===== src/rtl/core/calendar_date_counter_macros.svh =====
// Assertion macros shared by the calendar date counter RTL.
`ifndef CALENDAR_DATE_COUNTER_MACROS_SVH
`define CALENDAR_DATE_COUNTER_MACROS_SVH

// The condition must hold in the same cycle as the trigger.
`define CDC_ASSERT_SAME(label, trig, cond) \
    label: assert property (@(posedge clk) disable iff (!rst_n) (trig) |-> (cond)) \
        else $error("calendar date counter check failed");

// The condition must hold in the cycle after the trigger.
`define CDC_ASSERT_NEXT(label, trig, cond) \
    label: assert property (@(posedge clk) disable iff (!rst_n) (trig) |=> (cond)) \
        else $error("calendar date counter check failed");

`endif


===== src/rtl/core/cdc_pkg.sv =====
// Types, codes and calendar constants shared by the calendar date counter.
package cdc_pkg;

    localparam int DAY_W   = 5;
    localparam int MONTH_W = 4;
    localparam int YEAR_W  = 16;
    localparam int COUNT_W = 16;
    localparam int ACT_W   = 2;

    localparam logic [ACT_W-1:0] ACT_SET  = 2'd0;
    localparam logic [ACT_W-1:0] ACT_INC  = 2'd1;
    localparam logic [ACT_W-1:0] ACT_ADD  = 2'd2;
    localparam logic [ACT_W-1:0] ACT_NONE = 2'd3;

    localparam logic [MONTH_W-1:0] MONTH_JAN = 4'd1;
    localparam logic [MONTH_W-1:0] MONTH_FEB = 4'd2;
    localparam logic [MONTH_W-1:0] MONTH_DEC = 4'd12;
    localparam logic [DAY_W-1:0]   DAY_FIRST = 5'd1;
    localparam logic [DAY_W-1:0]   DAY_LEAP_FEB = 5'd29;

    // Multiplicative inverse of 25 modulo 2**16, and the largest quotient
    // 65535 / 25. A 16-bit value is a multiple of 25 exactly when its
    // product with the inverse, kept to 16 bits, is at most that quotient.
    localparam logic [YEAR_W-1:0] INV25_MOD16 = 16'd23593;
    localparam logic [YEAR_W-1:0] DIV25_LIMIT = 16'd2621;

    typedef enum logic [2:0] {
        ST_IDLE,
        ST_SET_LEAP,
        ST_SET_CLAMP,
        ST_RUN,
        ST_PUBLISH
    } state_t;

    typedef struct packed {
        logic load;     // latch the accepted item
        logic clamp;    // clamp the loaded day to the month length
        logic step;     // advance the date by one day
        logic publish;  // copy the date to the output register
    } cmd_t;

    typedef struct packed {
        logic count_zero;
    } status_t;

    // Days in a month held in 1..12; leap selects 29 days for February.
    function automatic logic [DAY_W-1:0] month_days(
        input logic [MONTH_W-1:0] month,
        input logic               leap
    );
        logic [DAY_W-1:0] days;
        case (month)
            4'd2:                      days = leap ? DAY_LEAP_FEB : 5'd28;
            4'd4, 4'd6, 4'd9, 4'd11:   days = 5'd30;
            default:                   days = 5'd31;
        endcase
        return days;
    endfunction

endpackage


===== src/rtl/core/cdc_ctrl.sv =====
// Controller state machine of the calendar date counter.
module cdc_ctrl
(
    input  logic                  clk,
    input  logic                  rst_n,
    input  logic                  in_valid,
    output logic                  in_ready,
    input  logic [1:0]            action,
    input  cdc_pkg::status_t      status,
    input  logic                  out_ready,
    output logic                  out_valid,
    output cdc_pkg::cmd_t         cmd
);

    cdc_pkg::state_t state_reg;
    cdc_pkg::state_t state_next;
    logic            out_valid_reg;
    logic            out_valid_next;
    logic            out_free;

    assign out_free = !out_valid_reg || out_ready;

    always_comb
    begin
        state_next = state_reg;
        unique case (state_reg)
            cdc_pkg::ST_IDLE:
            begin
                if (in_valid)
                begin
                    state_next = (action == cdc_pkg::ACT_SET) ?
                                 cdc_pkg::ST_SET_LEAP : cdc_pkg::ST_RUN;
                end
            end
            cdc_pkg::ST_SET_LEAP:  state_next = cdc_pkg::ST_SET_CLAMP;
            cdc_pkg::ST_SET_CLAMP: state_next = cdc_pkg::ST_PUBLISH;
            cdc_pkg::ST_RUN:
            begin
                if (status.count_zero)
                begin
                    state_next = cdc_pkg::ST_PUBLISH;
                end
            end
            cdc_pkg::ST_PUBLISH:
            begin
                if (out_free)
                begin
                    state_next = cdc_pkg::ST_IDLE;
                end
            end
            default: state_next = cdc_pkg::ST_IDLE;
        endcase
    end

    always_comb
    begin
        cmd      = '0;
        in_ready = 1'b0;
        unique case (state_reg)
            cdc_pkg::ST_IDLE:
            begin
                in_ready = 1'b1;
                cmd.load = in_valid;
            end
            cdc_pkg::ST_SET_LEAP:  cmd = '0;
            cdc_pkg::ST_SET_CLAMP: cmd.clamp = 1'b1;
            cdc_pkg::ST_RUN:       cmd.step = !status.count_zero;
            cdc_pkg::ST_PUBLISH:   cmd.publish = out_free;
            default:               cmd = '0;
        endcase
    end

    always_comb
    begin
        if (cmd.publish)
        begin
            out_valid_next = 1'b1;
        end
        else if (out_ready)
        begin
            out_valid_next = 1'b0;
        end
        else
        begin
            out_valid_next = out_valid_reg;
        end
    end

    always_ff @(posedge clk or negedge rst_n)
    begin
        if (!rst_n)
        begin
            state_reg     <= cdc_pkg::ST_IDLE;
            out_valid_reg <= 1'b0;
        end
        else
        begin
            state_reg     <= state_next;
            out_valid_reg <= out_valid_next;
        end
    end

    assign out_valid = out_valid_reg;

endmodule


===== src/rtl/core/cdc_datapath.sv =====
// Datapath of the calendar date counter: date registers, leap flag and day counter.
module cdc_datapath
(
    input  logic                              clk,
    input  logic                              rst_n,
    input  cdc_pkg::cmd_t                     cmd,
    output cdc_pkg::status_t                  status,
    input  logic [cdc_pkg::ACT_W-1:0]         action,
    input  logic [cdc_pkg::DAY_W-1:0]         day_in,
    input  logic [cdc_pkg::MONTH_W-1:0]       month_in,
    input  logic [cdc_pkg::YEAR_W-1:0]        year_in,
    input  logic [cdc_pkg::COUNT_W-1:0]       day_count,
    output logic [cdc_pkg::DAY_W-1:0]         day_out,
    output logic [cdc_pkg::MONTH_W-1:0]       month_out,
    output logic [cdc_pkg::YEAR_W-1:0]        year_out
);

    logic [cdc_pkg::DAY_W-1:0]   day_reg,   day_next;
    logic [cdc_pkg::MONTH_W-1:0] month_reg, month_next;
    logic [cdc_pkg::YEAR_W-1:0]  year_reg,  year_next;
    logic [cdc_pkg::COUNT_W-1:0] count_reg, count_next;
    logic                        leap_reg,  leap_next;
    logic [cdc_pkg::DAY_W-1:0]   day_out_reg;
    logic [cdc_pkg::MONTH_W-1:0] month_out_reg;
    logic [cdc_pkg::YEAR_W-1:0]  year_out_reg;

    logic [cdc_pkg::YEAR_W-1:0]   div25_prod;
    logic                         div25;
    logic [cdc_pkg::DAY_W-1:0]    day_max;
    logic [cdc_pkg::MONTH_W-1:0]  month_clamped;

    // Leap test on the held year; registered so that it is ready in the cycle
    // after the year changes.
    assign div25_prod = year_reg * cdc_pkg::INV25_MOD16;
    assign div25      = (div25_prod <= cdc_pkg::DIV25_LIMIT);
    assign leap_next  = div25 ? (year_reg[3:0] == 4'd0) : (year_reg[1:0] == 2'd0);

    assign day_max = cdc_pkg::month_days(month_reg, leap_reg);

    always_comb
    begin
        if (month_in == '0)
        begin
            month_clamped = cdc_pkg::MONTH_JAN;
        end
        else if (month_in > cdc_pkg::MONTH_DEC)
        begin
            month_clamped = cdc_pkg::MONTH_DEC;
        end
        else
        begin
            month_clamped = month_in;
        end
    end

    always_comb
    begin
        day_next   = day_reg;
        month_next = month_reg;
        year_next  = year_reg;
        count_next = count_reg;
        if (cmd.load)
        begin
            unique case (action)
                cdc_pkg::ACT_SET:
                begin
                    day_next   = day_in;
                    month_next = month_clamped;
                    year_next  = year_in;
                    count_next = '0;
                end
                cdc_pkg::ACT_INC: count_next = {{(cdc_pkg::COUNT_W-1){1'b0}}, 1'b1};
                cdc_pkg::ACT_ADD: count_next = day_count;
                default:          count_next = '0;
            endcase
        end
        else if (cmd.clamp)
        begin
            if (day_reg == '0)
            begin
                day_next = cdc_pkg::DAY_FIRST;
            end
            else if (day_reg > day_max)
            begin
                day_next = day_max;
            end
        end
        else if (cmd.step)
        begin
            count_next = count_reg - 1'b1;
            if (day_reg >= day_max)
            begin
                day_next = cdc_pkg::DAY_FIRST;
                if (month_reg == cdc_pkg::MONTH_DEC)
                begin
                    month_next = cdc_pkg::MONTH_JAN;
                    year_next  = year_reg + 1'b1;
                end
                else
                begin
                    month_next = month_reg + 1'b1;
                end
            end
            else
            begin
                day_next = day_reg + 1'b1;
            end
        end
    end

    always_ff @(posedge clk or negedge rst_n)
    begin
        if (!rst_n)
        begin
            day_reg   <= cdc_pkg::DAY_FIRST;
            month_reg <= cdc_pkg::MONTH_JAN;
            year_reg  <= '0;
            count_reg <= '0;
            leap_reg  <= 1'b1;
        end
        else
        begin
            day_reg   <= day_next;
            month_reg <= month_next;
            year_reg  <= year_next;
            count_reg <= count_next;
            leap_reg  <= leap_next;
        end
    end

    always_ff @(posedge clk)
    begin
        if (cmd.publish)
        begin
            day_out_reg   <= day_reg;
            month_out_reg <= month_reg;
            year_out_reg  <= year_reg;
        end
    end

    assign status.count_zero = (count_reg == '0);
    assign day_out   = day_out_reg;
    assign month_out = month_out_reg;
    assign year_out  = year_out_reg;

endmodule


===== src/rtl/core/calendar_date_counter.sv =====
// Top level of the calendar date counter: stream ports, controller and datapath.
//
//  Channel   Direction  Payload
//  s_axis    in         tuser: action; tdata: day_in, month_in, year_in, day_count
//  m_axis    out        tdata: day_out, month_out, year_out
//
// Each item begins with the accepting cycle: set loads there, then passes leap
// flag, day clamp and publish; increment, add and unused action run counted
// steps one day per cycle until the count is seen at zero, and then publish.
// The next item is accepted once the result sits in the output register, so a
// stalled consumer holds the publish step only while an older result is untaken.
// Reset sets the date to 1 January of year 0.
`include "calendar_date_counter_macros.svh"

module calendar_date_counter
(
    input  logic        clk,
    input  logic        rst_n,
    input  logic        s_axis_tvalid,
    output logic        s_axis_tready,
    input  logic [1:0]  s_axis_tuser,   // [1:0] action
    input  logic [47:0] s_axis_tdata,   // [4:0] day_in, [8:5] month_in,
                                        // [24:9] year_in, [40:25] day_count, rest zero
    output logic        m_axis_tvalid,
    input  logic        m_axis_tready,
    output logic [31:0] m_axis_tdata    // [4:0] day_out, [8:5] month_out,
                                        // [24:9] year_out, rest zero
);

    cdc_pkg::cmd_t    cmd;
    cdc_pkg::status_t status;

    logic [cdc_pkg::DAY_W-1:0]   day_out;
    logic [cdc_pkg::MONTH_W-1:0] month_out;
    logic [cdc_pkg::YEAR_W-1:0]  year_out;

    // The controller sequences each item; the datapath holds the date.
    cdc_ctrl u_ctrl
    (
        .clk       (clk),
        .rst_n     (rst_n),
        .in_valid  (s_axis_tvalid),
        .in_ready  (s_axis_tready),
        .action    (s_axis_tuser),
        .status    (status),
        .out_ready (m_axis_tready),
        .out_valid (m_axis_tvalid),
        .cmd       (cmd)
    );

    cdc_datapath u_datapath
    (
        .clk       (clk),
        .rst_n     (rst_n),
        .cmd       (cmd),
        .status    (status),
        .action    (s_axis_tuser),
        .day_in    (s_axis_tdata[4:0]),
        .month_in  (s_axis_tdata[8:5]),
        .year_in   (s_axis_tdata[24:9]),
        .day_count (s_axis_tdata[40:25]),
        .day_out   (day_out),
        .month_out (month_out),
        .year_out  (year_out)
    );

    // Results are packed with the day in the lowest bits.
    assign m_axis_tdata = {7'd0, year_out, month_out, day_out};

    // A shown result always carries a real calendar day and month.
    `CDC_ASSERT_SAME(a_out_date_range, m_axis_tvalid,
        (day_out != 5'd0) && (month_out != 4'd0) && (month_out <= cdc_pkg::MONTH_DEC))

    // Only one item is in work: the input is closed in the cycle after acceptance.
    `CDC_ASSERT_NEXT(a_one_item, s_axis_tvalid && s_axis_tready, !s_axis_tready)

    // Publishing always leaves a valid result on the output.
    `CDC_ASSERT_NEXT(a_publish_valid, cmd.publish, m_axis_tvalid)

endmodule

===== config.mk =====
export PLATFORM = sky130hd
export DESIGN_NAME = calendar_date_counter
export DESIGN_NICKNAME = d
export VERILOG_FILES = /design/src/rtl/core/cdc_pkg.sv /design/src/rtl/core/cdc_ctrl.sv /design/src/rtl/core/cdc_datapath.sv /design/src/rtl/core/calendar_date_counter.sv
export VERILOG_INCLUDE_DIRS = /design/src /design/src/rtl/core
export SDC_FILE = /design/constraint.sdc
export NUM_CORES = 1
export LEC_CHECK = 0
export BUFFER_PORTS_ARGS = -buffer_cell sky130_fd_sc_hd__buf_2
export CAP_MARGIN = 0
export CELL_PAD_IN_SITES_DETAIL_PLACEMENT = 1
export CELL_PAD_IN_SITES_GLOBAL_PLACEMENT = 1
export CORE_UTILIZATION = 32
export CTS_CLUSTER_DIAMETER = 60
export DETAILED_ROUTE_END_ITERATION = 8
export PLACE_DENSITY = 0.65
export SLEW_MARGIN = 20
export SYNTH_ARGS = -nofsm -noshare
export SYNTH_HDL_FRONTEND = slang
export SYNTH_SLANG_ARGS = --single-unit

===== constraint.sdc =====
create_clock -name clk -period 10.1 [get_ports clk]
set_input_delay 0.505 -clock clk [delete_from_list [all_inputs] [get_ports clk]]
set_output_delay 0.505 -clock clk [all_outputs]
set_load 0.03 [all_outputs]

; ---- After elaboration in Yosys (flattened, before gate mapping)
; Cells that the tools add are included.
[word_totals]
reg_bits = 71
latchBits = 0
mem_bits_rw = 0
romBits = 0
in_bits = 54
out_inout_bits = 34
wordCells = 98
memories = 0
[classes]
n_addsub = 4
multipliers = 1
div_mod_pow = 0
magnitude_cmp = 4
eq_ne = 18
shift = 0
mux = 40
bitwise = 0
reduce_logical = 21
[op_table]
columns = operator, count
row1 = 16-bit two-way mux, 9
row2 = 5-bit two-way mux, 7
row3 = 4-bit two-way mux, 8
row4 = 16-bit case mux with 2 select lines, 1
row5 = "16-bit by 1-bit adder with 16-bit output, second input constant", 1
row6 = "16-bit by 12-bit <= comparator with 1-bit output, second input constant", 1
row7 = 16-bit logical NOT, 1
row8 = "16-bit by 15-bit multiplier with 16-bit output, second input constant", 1
row9 = "16-bit by 1-bit subtractor with 16-bit output, second input constant", 1
row10 = 3-bit case mux with 5 select lines, 1
row11 = "4-bit == test, second input constant", 3
row12 = 5-bit case mux with 2 select lines, 1
row13 = 1-bit two-way mux, 9
row14 = 3-bit two-way mux, 3
row15 = "4-bit by 3-bit == test with 1-bit output, second input constant", 2
row16 = 4-bit logical NOT, 2
row17 = "2-bit by 1-bit != test with 1-bit output, second input constant", 4
row18 = 2-bit nonzero test, 4
row19 = "3-bit by 2-bit == test with 1-bit output, second input constant", 2
row20 = 3-bit AND reduction, 2
row21 = "5-bit by 1-bit adder with 5-bit output, second input constant", 1
row22 = 5-bit >= comparator, 1
row23 = 5-bit greater-than comparator, 1
row24 = 5-bit logical NOT, 1
row25 = 19 further kinds, 21

; ---- Longest topological paths before layout
; Gate-level depths: netlist (run 1).
[logic_depth]
ltp_word = 8
ltp_mapped = 16
ltp_nobuf = 16

; ---- Hierarchy
; From an unflattened synthesis (run 1), not the netlist that was laid out.
[hier_totals]
hier_cells = 538
area_unflattened_um2 = 5316.3
[by_module_without_submodules]
columns = module, instances, cells_each, area_per_inst_um2, seq_area_each_um2
row1 = cdc_datapath, 1, 507, 5033.6, 1805.5
row2 = cdc_ctrl, 1, 23, 226.5, 100.1
row3 = calendar_date_counter, 1, 8, 56.3, 0.0

; ---- Worst setup path after synthesis (run 1)
; Ideal clock, no wire load.
[synth_path]
path_kind = register to register
start = register u_datapath.year_reg[0] (netlist bit)
end = register u_datapath.leap_reg
setup_time_ns = 0.083
arrival_time_ns = 3.871
t_required_ns = 10.017
slack_ns = 6.145
path_stages_with_launch = 14
n_path_buf = 0
period_less_slack_ns = 3.955
path_cell_list = dfrtp_1 ha_1 ha_1 inv_1 fa_1 fa_1 inv_1 fa_1 ha_1 ha_1 a21o_1 a31oi_1 xnor2_1 a41oi_1
[synth_between]
elab_chain_len = 3
word_cells_on_any_way = 5
cone_classes = 1 x mul / 1 x order compare / 1 x mux / 2 x reduce/logical
[synth_lines]
columns = item, line_no
row1 = from (decl), cdc_datapath.sv:20  ; logic [cdc_pkg::YEAR_W-1:0] year_reg, year_next;
row2 = from (signal assigned), cdc_datapath.sv:125  ; year_reg <= year_next;
row3 = 16-bit by 15-bit multiplier with 16-bit output, cdc_datapath.sv:34  ; assign div25_prod = year_reg * cdc_pkg::INV25_MOD16;
row4 = 16-bit by 12-bit <= comparator with 1-bit output, cdc_datapath.sv:35  ; assign div25 = (div25_prod <= cdc_pkg::DIV25_LIMIT);
row5 = 1-bit two-way mux *, cdc_datapath.sv:36  ; assign leap_next = div25 ? (year_reg[3:0] == 4'd0) : (year_reg[1:0] == 2'd0);
row6 = named net u_datapath.leap_next, cdc_datapath.sv:22  ; logic leap_reg, leap_next;
row7 = to (signal assigned), cdc_datapath.sv:127  ; leap_reg <= leap_next;
row8 = to (decl), cdc_datapath.sv:22
; The timed path passes the listed nets; every way through them passes the cells marked *.
; A chain may end at the register's enable or synchronous reset.

; ---- Worst setup path in the final report (run 1)
; Ends and elaborated chain as after synthesis.

==> results of run 1 <==
==> worst paths after layout <==
check | startpoint | endpoint | slack (ns) | cells past startpoint
min | rst_n | u_datapath.day_reg[3] | 0.18 | 1
min reg2reg | u_datapath.month_reg[0] | u_datapath.month_reg[0] | 0.53 | 2
max in group asynchronous | rst_n | u_datapath.count_reg[3] | 9.49 | 1
max | u_datapath.year_reg[0] | u_datapath.leap_reg | 5.60 | 13
max reg2reg | u_datapath.year_reg[0] | u_datapath.leap_reg | 5.60 | 13
min in group clk | s_axis_tdata[39] | u_datapath.count_reg[14] | 0.39 | 3
==> cell type report <==
| cell class | instances | area share |
|---|---|---|
| multi-input combinational | 404 | 0.5020 |
| sequential | 71 | 0.3023 |
| timing repair buffer | 76 | 0.06193 |
| tap | 220 | 0.04367 |
| clock buffer | 10 | 0.03632 |
| inverter | 55 | 0.03275 |
| clock inverter | 6 | 0.02104 |
==> per-stage QoR <==
step / util / instances / area (um2) / setup slack [ns]
after detailed placement: 0.3594 / 826 / 5939 / 5.550
after global routing: 0.3815 / 842 / 6304 / 5.361
after global placement: 0.3594 / 826 / 5939 / 5.636
after floorplan: - / 556 / 5409 / 6.145
after CTS: 0.3813 / 842 / 6301 / 5.525
final: 0.3815 / 842 / 6304 / 5.604
==> power groups by stage <==
stage	Combinational [mW]	Sequential, mW	Clock (mW)
3_5_place_dp	1.38	0.543	0
3_3_place_gp	1.33	0.534	0
4_1_cts	1.40	0.539	0.400
2_1_floorplan	1.04	0.546	0
6_report	1.37	0.538	0.392
5_1_grt	1.58	0.557	0.411
==> cells by family after synthesis <==
| logic type | after synthesis | share of synthesized area |
|---|---|---|
| AND/OR/NAND/NOR | 147 | 0.1403 |
| AO/OA/AOI/OAI | 124 | 0.1461 |
| adder cells (fa/ha/maj) | 93 | 0.2411 |
| buffers and inverters | 81 | 0.06295 |
| flip-flops | 71 | 0.3538 |
| XOR/XNOR | 31 | 0.05041 |
| multiplexers | 2 | 0.004645 |
| other | 1 | 0.0006962 |
==> routing by layer <==
layer	track usage	wire, um
met1	0.2285	6506
met2	0.2790	6576
met3	0.03268	553
met4	0.03488	97
met5	0	0
==> critical path, stage by stage (launching register included) <==
cell     delay [ns]
dfrtp_1        0.63
ha_1           0.35
ha_1           0.30
inv_1          0.08
fa_1           0.45
fa_1           0.55
inv_1          0.06
fa_1           0.47
ha_1           0.32
ha_1           0.35
a21o_1         0.20
a31oi_1        0.20
xnor2_1        0.10
a41oi_1        0.31
==> Yosys cell counts, types with 2 or more instances <==
library cell and n:
ha_1 75, inv_1 55, dfrtp_1 43, o21ai_0 42
nand3_1 32, nor2_1 31, a21oi_1 26, edfxtp_1 25
nand2_1 25, nor3_1 21, xnor2_1 20, fa_1 18
clkbuf_1 12, xor2_1 11, a2bb2oi_1 9, o22ai_1 9
buf_2 7, buf_4 7, a31oi_1 6, a211oi_1 5
and3_1 5, nand2b_1 5, nand4_1 5, o31ai_1 5
and2_1 3, dfstp_2 3, nor4_1 3, o211ai_1 3
or3_1 3, a21o_1 2, nand3b_1 2, nor3b_1 2
o21a_1 2, o31a_1 2
==> results.cfg, run 1 <==
[timing]
slew_viol_final = 0
hold_viol = 0
fin_worst_skew_ns = 0.008336
fmax_mhz = 222.4
hold_ws_ns = 0.1763
setup_viol = 0
tightest_slew_ns = 1.055
rsz0062_at_grt = false
layout_min_cycle_time_ns = 4.496
tns_ns = 0
relSlewSlack = 0.2938
period_share = 0.4451

[power]
power_frac_comb = 0.595
seqPwrFrac = 0.234
p_total_mw = 2.298
power.share.switching = 0.4452
switchingPower_mw = 1.023
p_leak_nw = 2.846
p_clk_frac = 0.171
vdd_drop_max_uv = 119.4
p_per_area_mw_per_mm2 = 364.6
intPower_mw = 1.275

[synthesis]
syn_area_mm2 = 0.005386
synth-main-ff-cell = dfrtp_1
yosysSeqAreaShare = 0.3538
ys_warn_count = 0
ys_top_cells_by_area = dfrtp_1, ha_1, edfxtp_1, fa_1, o21ai_0
async_flop_share = 0.6479
netlist_instances = 550
synth_area_per_cell_um2 = 9.793
synthDominantCellAreaShare = 0.1998
synth.distinct_cells = 60
ys_ff_latch = 71
synth_largest_area_cell = dfrtp_1
synth_edf_count = 25

[global_route]
grt_pass1_vias = 4522
grt_pass1_wl_mm = 23.29
antenna_found_initial = 0
grt_overflow = 0
grt_use_total = 0.1686
grt_max_degree = 50

[critical_path]
crit_required_ns = 10.33
startpoint_type = flip-flop
end_kind = flip-flop
path_class = reg2reg
crit_arrival_ns = 4.73
cp_max_fo = 11

[die]
die_h_um = 131.7
initial_core_util = 0.3260
io_pins = 88
die_area_mm2 = 0.01736
fp.dieW_um = 131.7
rows = 47
coreArea_mm2 = 0.01652

[clock_network]
cts_root_buf = clkbuf_16
clkLatencyLatePin_ns = 0.34
cts_tree = built
postCtsSetupRepairBufs = 0
clk_pin_slew_ns = 0.06
htree_levels = 3
cts_made_buffers = 9
clockBufferDepth = 2
ctsResizeCount = 0
clkSinkCount = 71
hold_buffers = 0

[routing]
wirelength_mm = 13.73
drt_iter0_drc = 165
drc = 0
firstDrtPassIters = 6
ant_nets = 0
vias_per_cell = 5.140
avgRoutedWirePerCell_um = 16.31
via_count = 4328

[min_path]
hp-class = in2async

[final_layout]
regArea_mm2 = 0.001906
multi_input_area_mm2 = 0.003164
finalNetCount = 764
drive_gt1_frac = 0.1688
fill_cells = 1901
final_cell_mix = ha_1, buf_2, inv_1
syn2layout_area_growth_pct = 17.03
num_antenna_cells = 0
final_common_cell = ha_1

[place]
dp_hpwl_mm = 10.28
io_buffers = 73
place_congestion = 0.8029

[status]
status = completed

[flow_run]
drv_cap = 0
No activity file was read; power rests on OpenSTA's default activity.
==> run 2, diff against run 1 <==
--- a/config.mk
+++ b/config.mk
@@ -13,7 +13,7 @@
 export CORE_UTILIZATION = 32
 export CTS_CLUSTER_DIAMETER = 60
 export DETAILED_ROUTE_END_ITERATION = 8
-export PLACE_DENSITY = 0.65
+export PLACE_DENSITY = 0.67
 export SLEW_MARGIN = 20
 export SYNTH_ARGS = -nofsm -noshare
 export SYNTH_HDL_FRONTEND = slang
==> constraint.sdc (replaced) <==
create_clock -name clk -period 4.1 [get_ports clk]
set_input_delay 0.205 -clock clk [delete_from_list [all_inputs] [get_ports clk]]
set_output_delay 0.205 -clock clk [all_outputs]
set_load 0.03 [all_outputs]
==> run 2 against run 1 <==
  * Clock-buffer cell count down 1
  * Maximum frequency up 13%
  * Power rose to 2.7 times the previous value
  * Combinational power rose to 3.0 times the previous value
  * Via count up 1.9%
  * Critical path type unchanged
  * Largest cell class unchanged
==> results.cfg, run 2 (synthesis results as in run 1) <==
[status]
status = completed

[clock_network]
cts_root_buf = clkbuf_16
cts_made_buffers = 9
cts_tree = built
clk_pin_slew_ns = 0.06
clkSinkCount = 71
htree_levels = 3
clockBufferDepth = 2
clkLatencyLatePin_ns = 0.33

[global_route]
grt_overflow = 0
antenna_found_initial = 0
grt_pass1_vias = 4638
grt_use_met2 = 0.2942
use_met3 = 0.03230
grt_use_total = 0.1738
busiest_layer = met2
grt_max_degree = 50
met1_usage = 0.2258
grt_pass1_wl_mm = 23.99

[place]
dp_cells = 843
pre_cts_ws_ns = -0.02572
dp_hpwl_mm = 10.81
io_buffers = 73
dpl_cell_area_mm2 = 0.006070
place_congestion = 0.8146

[power]
intPower_mw = 3.400
power.share.switching = 0.4556
p_total_mw = 6.246
switchingPower_mw = 2.846
seqPwrFrac = 0.204
p_leak_nw = 2.932
p_per_area_mw_per_mm2 = 950.3
vdd_drop_max_uv = 321.4
power_frac_comb = 0.662
p_clk_frac = 0.134

[timing]
hold_viol = 0
layout_min_cycle_time_ns = 3.987
period_share = 0.9724
fin_ws_ns = 0.1133
slew_viol_final = 0
relSlewSlack = 0.5670
fmax_mhz = 250.8
fin_worst_skew_ns = 0.006849
setup_viol = 0
tightest_slew_ns = 0.6495

[die]
rows = 47
fp.dieW_um = 131.7
io_pins = 88
coreArea_mm2 = 0.01652
initial_core_util = 0.3260
die_area_mm2 = 0.01736
die_h_um = 131.7

[critical_path]
crit_arrival_ns = 4.22
r2r_slack_ns = 0.11
end_kind = flip-flop
startpoint_type = flip-flop
critical_path_buf_inv_count = 2
cp_max_fo = 4
cp_top_family = adder cells
cpPeakStageDelay_ns = 0.55
crit_chain = ha_1, ha_1, inv_1, fa_1, fa_1, inv_1, fa_1, ha_4, ha_1, a21o_1, a31oi_2, xnor2_1, a41oi_2
crit_required_ns = 4.33
path_class = reg2reg
worstReg2RegStart = u_datapath.year_reg[3]
reg2reg_depth = 13
cpMaxStageDelayCell = fa_1
timing.rr.end = u_datapath.leap_reg

[routing]
vias_per_cell = 5.104
wirelength_mm = 14.75
firstDrtPassIters = 4
via_count = 4410
ant_nets = 0
drt_iter0_drc = 228
drc = 0
avgRoutedWirePerCell_um = 17.08

[final_layout]
num_antenna_cells = 0
final_cell_mix = buf_2, ha_1, inv_1
fin_cells = 864
final_common_cell = buf_2
fin_util = 0.3977
drive_gt1_frac = 0.2329
final_cell_area_mm2 = 0.006573
finalNetCount = 786
syn2layout_area_growth_pct = 22.02

[min_path]
holdPathEnd = u_datapath.count_reg[7]
holdPathStages = 3
hp-class = in2reg
hold_start = s_axis_tdata[32]

[flow_run]
drv_cap = 0
[run 2: changes by cell type in the layout (fill, tap and decap cells not counted), moves of 2 or more]
cell and delta:
ha_4 +7, buf_4 +20, clkinv_2 +3, a21oi_1 -2, bufinv_16 -2, ha_1 -8, a21oi_2 +2, dfrtp_2 +4
dfrtp_1 -4
[run 2: metal layers]
metal	vias up	wire [um]
li1	2126	-
met1	2180	6641
met2	90	7202
met3	14	647
met4	0	261
met5	-	0
[run 2: layout make-up]
cell class                 count  area (um2)
clock buffer                   9       225.2
clock inverter                 7       87.58
fill                        1912        9952
inverter                      55       206.4
multi-input combinational    404        3306
sequential                    71        1911
tap                          220       275.3
timing repair buffer          98       561.8
[run 2: worst register-to-register path: stages, from the launching register on]
cell and delay [ns]:
dfrtp_1 0.41, ha_1 0.31, ha_1 0.28, inv_1 0.05
fa_1 0.48, fa_1 0.55, inv_1 0.05, fa_1 0.55
ha_4 0.22, ha_1 0.30, a21o_1 0.19, a31oi_2 0.17
xnor2_1 0.18, a41oi_2 0.16
[run 2: power groups by stage]
stage          Sequential [mW]  Combinational (mW)  Clock, mW
6_report                  1.27                4.13      0.840
3_3_place_gp              1.26                3.48          0
2_1_floorplan             1.35                2.56          0
4_1_cts                   1.26                3.85      0.860
3_5_place_dp              1.27                3.65          0
5_1_grt                   1.31                4.66      0.887
[run 2: worst max-delay path by stage]
stage                          endpoint  slack (ns)  depth (start not counted)                    from
floorplan           u_datapath.leap_reg        0.15                         13  u_datapath.year_reg[0]
global placement    u_datapath.leap_reg        0.08                         13  u_datapath.year_reg[2]
finish              u_datapath.leap_reg        0.11                         13  u_datapath.year_reg[3]
global route        u_datapath.leap_reg       -0.04                         15  u_datapath.year_reg[8]
CTS                 u_datapath.leap_reg       0.005                         15  u_datapath.year_reg[4]
detailed placement  u_datapath.leap_reg       -0.03                         13  u_datapath.year_reg[8]
[run 2: stage by stage]
step                      hold slack [ns]  setup TNS (ns)
after detailed placement           0.2759        -0.02572
after floorplan                  -0.09059               0
final                             0.09530               0
after global routing               0.1077        -0.03623
after CTS                         0.08641               0
after global placement             0.4273               0
[run 2: repair_timing]
action,CTS,global route
hold endpoints to repair,43,0
resized for setup,4,21
setup endpoints to repair,1,1
setup buffers,0,4
hold buffers,1,0
pin swaps,3,11
